$ cat config.mk
export PLATFORM = sky130hd
export DESIGN_NAME = todrv_ctrl
export DESIGN_NICKNAME = d
export VERILOG_FILES = /design/src/sv/time_of_day_relative_volume_core_defines.svh /design/src/sv/todrv_pkg.sv /design/src/sv/todrv_ctrl.sv
export SDC_FILE = /design/constraint.sdc
export NUM_CORES = 1
export LEC_CHECK = 0
export BUFFER_PORTS_ARGS = -buffer_cell sky130_fd_sc_hd__buf_2
export CELL_PAD_IN_SITES_DETAIL_PLACEMENT = 1
export CELL_PAD_IN_SITES_GLOBAL_PLACEMENT = 1
export CORE_MARGIN = 4
export CORE_UTILIZATION = 27
export CTS_CLUSTER_DIAMETER = 30
export DETAILED_ROUTE_END_ITERATION = 8
export PLACE_DENSITY = 0.78
export RECOVER_POWER = 50
export SETUP_SLACK_MARGIN = 0.5
export SKIP_CTS_REPAIR_TIMING = 1
export SLEW_MARGIN = 20
export SYNTH_ARGS = -nofsm -noshare
export SYNTH_HDL_FRONTEND = slang
export SYNTH_SLANG_ARGS = --single-unit
export TNS_END_PERCENT = 50
$ cat constraint.sdc
create_clock -name clk -period 1.6 [get_ports clk]
set_input_delay 0.16 -clock clk [delete_from_list [all_inputs] [get_ports clk]]
set_output_delay 0.16 -clock clk [all_outputs]
set_load 0.02 [all_outputs]
$ cat src/sv/time_of_day_relative_volume_core_defines.svh
// assertion macros for the relative volume core
// needs clk and arst_n in the scope of the module that uses them
`ifndef TIME_OF_DAY_RELATIVE_VOLUME_CORE_DEFINES_SVH
`define TIME_OF_DAY_RELATIVE_VOLUME_CORE_DEFINES_SVH

// same-cycle implication, reset masked
`define TODRV_AST_IMPL(name, ante, cons, msg) \
	name: assert property (@(posedge clk) disable iff (!arst_n) (ante) |-> (cons)) \
		else $error(msg);

// next-cycle implication, reset masked
`define TODRV_AST_NEXT(name, ante, cons, msg) \
	name: assert property (@(posedge clk) disable iff (!arst_n) (ante) |=> (cons)) \
		else $error(msg);

`endif

$ cat src/sv/todrv_pkg.sv
// shared constants, controller states and command/status types
// no dependencies
package todrv_pkg;

	localparam int unsigned TIME_SLOTS_DEF   = 256;
	localparam int unsigned MAX_LOOKBACK_DEF = 64;

	localparam int unsigned SLOT_W = 8;
	localparam int unsigned VOL_W  = 32;
	localparam int unsigned LB_W   = 7;
	localparam int unsigned RV_W   = 32;

	// quotient bits resolved by the divider, one per step
	localparam int unsigned QUO_W       = 33;
	localparam int unsigned DCNT_W      = 6;
	// 25600 = 25 << 10
	localparam int unsigned SCALE_SHIFT = 10;
	localparam int unsigned HI_SHIFT    = QUO_W - SCALE_SHIFT;

	localparam int unsigned        LB_MIN     = 5;
	localparam logic [LB_W-1:0]    LB_RESET   = 7'd5;
	localparam logic [QUO_W-1:0]   SAT_THRESH = 33'd2147509247;
	localparam logic [RV_W-1:0]    RV_SAT     = 32'h7FFF_FFFF;
	localparam logic [RV_W-1:0]    RV_OFFSET  = 32'd25600;

	typedef enum logic [3:0] {
		ST_CLEAR,
		ST_IDLE,
		ST_SLOT_RD,
		ST_SLOT_CAP,
		ST_CHECK,
		ST_SWEEP,
		ST_SWEEP_END,
		ST_OLD_RD,
		ST_OLD_CAP,
		ST_COMMIT,
		ST_DIV,
		ST_DONE
	} state_t;

	typedef struct packed {
		logic clr_wr;
		logic accept;
		logic slot_rd;
		logic slot_cap;
		logic sweep_rd;
		logic old_rd;
		logic old_cap;
		logic commit;
		logic div_step;
		logic out_load;
	} cmd_t;

	typedef struct packed {
		logic clr_last;
		logic sum_ok;
		logic sweep_last;
		logic ready;
		logic sum_zero;
		logic div_last;
		logic out_free;
	} status_t;

endpackage

$ cat src/sv/todrv_ctrl.sv
// sequencing state machine for the relative volume core
// depends on todrv_pkg
module todrv_ctrl
	import todrv_pkg::*;
(
	input  logic    clk,
	input  logic    arst_n,
	input  logic    in_valid,
	output logic    in_stall,
	input  status_t sts,
	output cmd_t    cmd
);

	state_t state_q, state_nxt;

	always_ff @(posedge clk or negedge arst_n) begin
		if (!arst_n) begin
			state_q <= ST_CLEAR;
		end else begin
			state_q <= state_nxt;
		end
	end

	always_comb begin
		state_nxt = state_q;
		case (state_q)
			ST_CLEAR: begin
				if (sts.clr_last) state_nxt = ST_IDLE;
			end
			ST_IDLE: begin
				if (in_valid) state_nxt = ST_SLOT_RD;
			end
			ST_SLOT_RD:   state_nxt = ST_SLOT_CAP;
			ST_SLOT_CAP:  state_nxt = ST_CHECK;
			ST_CHECK: begin
				state_nxt = sts.sum_ok ? ST_OLD_RD : ST_SWEEP;
			end
			ST_SWEEP: begin
				if (sts.sweep_last) state_nxt = ST_SWEEP_END;
			end
			ST_SWEEP_END: state_nxt = ST_OLD_RD;
			ST_OLD_RD:    state_nxt = ST_OLD_CAP;
			ST_OLD_CAP:   state_nxt = ST_COMMIT;
			ST_COMMIT: begin
				state_nxt = (sts.ready && !sts.sum_zero) ? ST_DIV : ST_DONE;
			end
			ST_DIV: begin
				if (sts.div_last) state_nxt = ST_DONE;
			end
			ST_DONE: begin
				if (sts.out_free) state_nxt = ST_IDLE;
			end
			default: state_nxt = ST_CLEAR;
		endcase
	end

	always_comb begin
		cmd      = '0;
		in_stall = 1'b1;
		case (state_q)
			ST_CLEAR:    cmd.clr_wr = 1'b1;
			ST_IDLE: begin
				in_stall   = 1'b0;
				cmd.accept = in_valid;
			end
			ST_SLOT_RD:  cmd.slot_rd  = 1'b1;
			ST_SLOT_CAP: cmd.slot_cap = 1'b1;
			ST_SWEEP:    cmd.sweep_rd = 1'b1;
			ST_OLD_RD:   cmd.old_rd   = 1'b1;
			ST_OLD_CAP:  cmd.old_cap  = 1'b1;
			ST_COMMIT:   cmd.commit   = 1'b1;
			ST_DIV:      cmd.div_step = 1'b1;
			ST_DONE:     cmd.out_load = sts.out_free;
			default: begin
				cmd      = '0;
				in_stall = 1'b1;
			end
		endcase
	end

endmodule

======== Word-level counts from Yosys, hierarchy flattened ========
Index checks and enable logic that the tools add are counted.
storage, ports and cells
  input bits .............................. 10
  register bits after elaboration ......... 4
  output and inout bits ................... 11
  word-level logic and storage cells ...... 40
cells by class
  reduce and logical (&&, ||, !) cells .... 4
  equal/unequal tests ..................... 16
  multiplexer cells ....................... 19
operators by type and width
  kind                                                 number
  one-hot mux 4 bit (12 select lines)                  1
  two-way mux 4 bit                                    5
  equality test 4 x 3 -> 1 bit, second input constant  4
  equality test 4 bit, second input constant           4
  two-way mux 1 bit                                    12
  inequality test 2 bit, second input constant         5
  equality test 4 x 2 -> 1 bit, second input constant  2
  AND reduction 5 bit                                  1
  equality test 4 x 1 -> 1 bit, second input constant  1
  logical NOT 4 bit                                    1
  two-way mux 2 bit                                    1
  logical AND 1 bit                                    1
  logical NOT 1 bit                                    1

======== Depth between registers and ports, before layout ========
  depth after elaboration ................. 4
  mapped depth ............................ 5
  mapped depth without buffers ............ 4

======== Worst setup path after synthesis ========
Ideal clock, no wire load.
  path kind ............................... reg2reg
  start point ............................. register state_q[1]
  end point ............................... register state_q[0]
  required time ........................... 1472 ps
  setup slack ............................. 94 ps
  buffers on the path ..................... 0
  arrival ................................. 1379 ps
  cell stages (with the launch flop) ...... 5
  clock period less this slack ............ 1506 ps
  library setup time ...................... 128 ps
  cells stage by stage .................... dfrtp_1 -> nand2b_1 -> or3_4 -> o221ai_2 -> mux2_1
on the way
  word-level cells in the longest chain between the ends .. 3
  elaborated cells between the ends (all ways) .. 19
  those cells by class .................... eq/ne (16); mux (1); reduce/logical (2)
ends and longest elaborated chain
  item                                                  line              RTL
  from (decl)                                           todrv_ctrl.sv:14  state_t state_q, state_nxt;
  from (signal assigned)                                todrv_ctrl.sv:20  state_q <= state_nxt;
  equality test 4 x 3 -> 1 bit (tied with other cells)  todrv_ctrl.sv:26  case (state_q)
  inequality test 2 bit (no line)                       n/a
  AND reduction 5 bit (no line)                         n/a
Several ways; a longest one is shown, not always the timed one.
A chain may end at the register's enable or synchronous reset.

==> flow_summary.yaml <==
outcome:
  outcome: "complete, no violations"
die:
  coreArea_sq_um: 1190
  dieArea_sq_um: 2000
  fp.dieH_um: 44.7
  row_count: 12
  die_w_um: 44.7
  io_pins: 21
  start_util: 0.307
setup_path:
  crit_top_cell: "buf_6"
  crit_chain: "buf_4 > buf_6 > nand2b_4 > nor3_4 > buf_6"
  reg2reg_to: "state_q[0]$_DFFE_PN0P_"
  critical_path_class: "register to primary output"
  required_ns: 1.44
  rr_startpoint: "state_q[1]$_DFFE_PN0P_"
  cp_num_buf_inv: 3
  slowest_delay_ns: 0.39
  critPathMaxFanout: 7
  crit_family: "buffers and inverters"
  endpoint_kind: "primary output"
  critPathSlowestCell: "dfrtp_1"
  start_kind: "register"
  r2r_setup_slack_ns: 0.10
  r2r_cells: 4
  crit_arrival_ns: 1.36
logic_synthesis:
  synth_top_family_by_area: "simple AND/OR/NAND/NOR gates"
  yosysTopAreaCell: "dfrtp_1"
  synthSimpleGateAreaFrac: 0.330
  syn_inst: 48
  synth-async-reset-ratio: 1.00
  netlist_area_sq_um: 364
  synthTopCellsByArea: "dfrtp_1, nor2_1, nor3_1"
  synth_edf_count: 0
  synthTopCellsByCount: "nor2_1, nor3_1, dfrtp_1"
  ys_warn_count: 0
  yosysSeqAreaShare: 0.275
  post-synth-top-count-cell: "nor2_1"
  syn_nets: 58
  synth_top_flop_cell: "dfrtp_1"
  synth-seq-cells: 4
  yosys.area.top_type_share: 0.275
  synth.distinct_cells: 26
  synth_compound_area_frac: 0.203
  synth.mux.area_fraction: 0.0584
  yosys.area_share.adder: 0
  syn_avg_cell_area_sq_um: 7.59
  synth_xor_area_frac: 0.0241
finish:
  fillers: 152
  regMostFlops: "state_q"
  multi_input_area_sq_um: 318
  area_growth_syn_to_layout_pct: 95.5
  fin_cells: 93
  largest_reg_flops: 4
  n_antenna_cell: 0
  nNetsFinal: 91
  drive_gt1_frac: 0.633
  reg_top3: "state_q: 4 flops"
  regArea_sq_um: 101
placement:
  portBuffers: 20
  dp_slack_ns: 0.0991
  place_congestion: 0.746
  dp.cells: 84
  dp_hpwl_um: 969
timing:
  worst_clock_skew_ns: 0.00477
  period_minus_slack_ns: 1.52
  slew_violations: 0
  max_freq_ghz: 0.660
  hold_viol: 0
  setup_tns_ns: 0
  rsz0062_at_grt: "true"
  layout_setup_ws_ns: 0.0846
  finalSetupViolations: 0
  slew_headroom: 0.812
  min_period_over_period: 0.947
  hold_ws_ns: 0.305
  worst_slew_pin_slew_ns: 0.283
drt:
  wl_mm: 1.57
  viasPerCell: 5.23
  drtIter0Drc: 5
  first_pass_iters: 2
  vias: 486
  final_antenna_net_count: 0
  wl_per_cell_um: 16.9
  route.detailed.drc: 0
global_route:
  grt_start_max_net_pins: 11
  grt_pass1_wl_mm: 1.93
  grt.total_usage: 0.134
  overflow: 0
  antenna_found_initial: 0
  grt_pass1_vias: 457
cts:
  cts_tree: "done"
  cts_sinks: 4
  path_clk_slew_ns: 0.04
  cts_buffer_depth: 2
  cts_root_buf: "clkbuf_4"
  clk_latency_ns: 0.23
  cts_buffers: 3
  htree_levels: 1
pwr:
  p_leak_nw: 0.334
  ir_drop_v: 0.000977
  power_density_nw_per_um2: 2110
  total_power_mw: 1.50
worst_hold_path:
  hp-class: "input port to async pin"
job:
  cap_viol_max_count: 0
[through the flow]
step / cell area [sq um] / util
after floorplan: 417 / -
after global placement: 551 / 0.464
after detailed placement: 551 / 0.464
after CTS: 573 / 0.483
after global routing: 712 / 0.600
final: 712 / 0.600
[per-layer routing]
metal	share of wire	routed length [um]	track usage
met5	0	0	0
met4	0.026	41	0.0723
met3	0.048	76	0.0279
met2	0.55	869	0.249
met1	0.37	585	0.138
[worst max path at each step]
stage | startpoint | to | slack, ns | depth (start not counted)
final | state_q[0]$_DFFE_PN0P_ | cmd[7] | 0.08 | 5
after global routing | state_q[3]$_DFFE_PN0P_ | cmd[5] | 0.04 | 4
after CTS | state_q[0]$_DFFE_PN0P_ | cmd[7] | -0.04 | 5
after detailed placement | state_q[1]$_DFFE_PN0P_ | state_q[0]$_DFFE_PN0P_ | 0.1 | 4
after global placement | state_q[3]$_DFFE_PN0P_ | state_q[0]$_DFFE_PN0P_ | 0.12 | 3
after floorplan | state_q[1]$_DFFE_PN0P_ | state_q[0]$_DFFE_PN0P_ | 0.1 | 4
[power breakdown]
part / internal [mW] / total (mW) / switching (mW)
combinational: 0.544 / 1.18 / 0.635
sequential: 0.153 / 0.193 / 0.0407
clock: 0.0841 / 0.127 / 0.0431
[cell families (layout without fill, tap and decap cells)]
group           after synthesis  count (layout)
compound gates                9               9
xor+xnor                      1               1
buf+inv                       8              39
flops                         4               4
mux                           2               2
simple gates                 24              24
[layout by cell type, fill, tap and decap left out, types with 3 or more instances in the layout]
cell type and instances:
buf_2 12, buf_4 7, buf_6 9, clkbuf_1 3, clkbuf_4 3, dfrtp_1 3, inv_1 3, nand2b_4 3
nor2_1 5
[area by class of cell]
class,instances,share of cell area
multi-input combinational,36,0.446
tap,14,0.0246
timing repair buffer,32,0.330
clock buffer,3,0.0316
inverter,4,0.0246
sequential,4,0.142
Note: power is estimated with default switching activity, not from simulation.
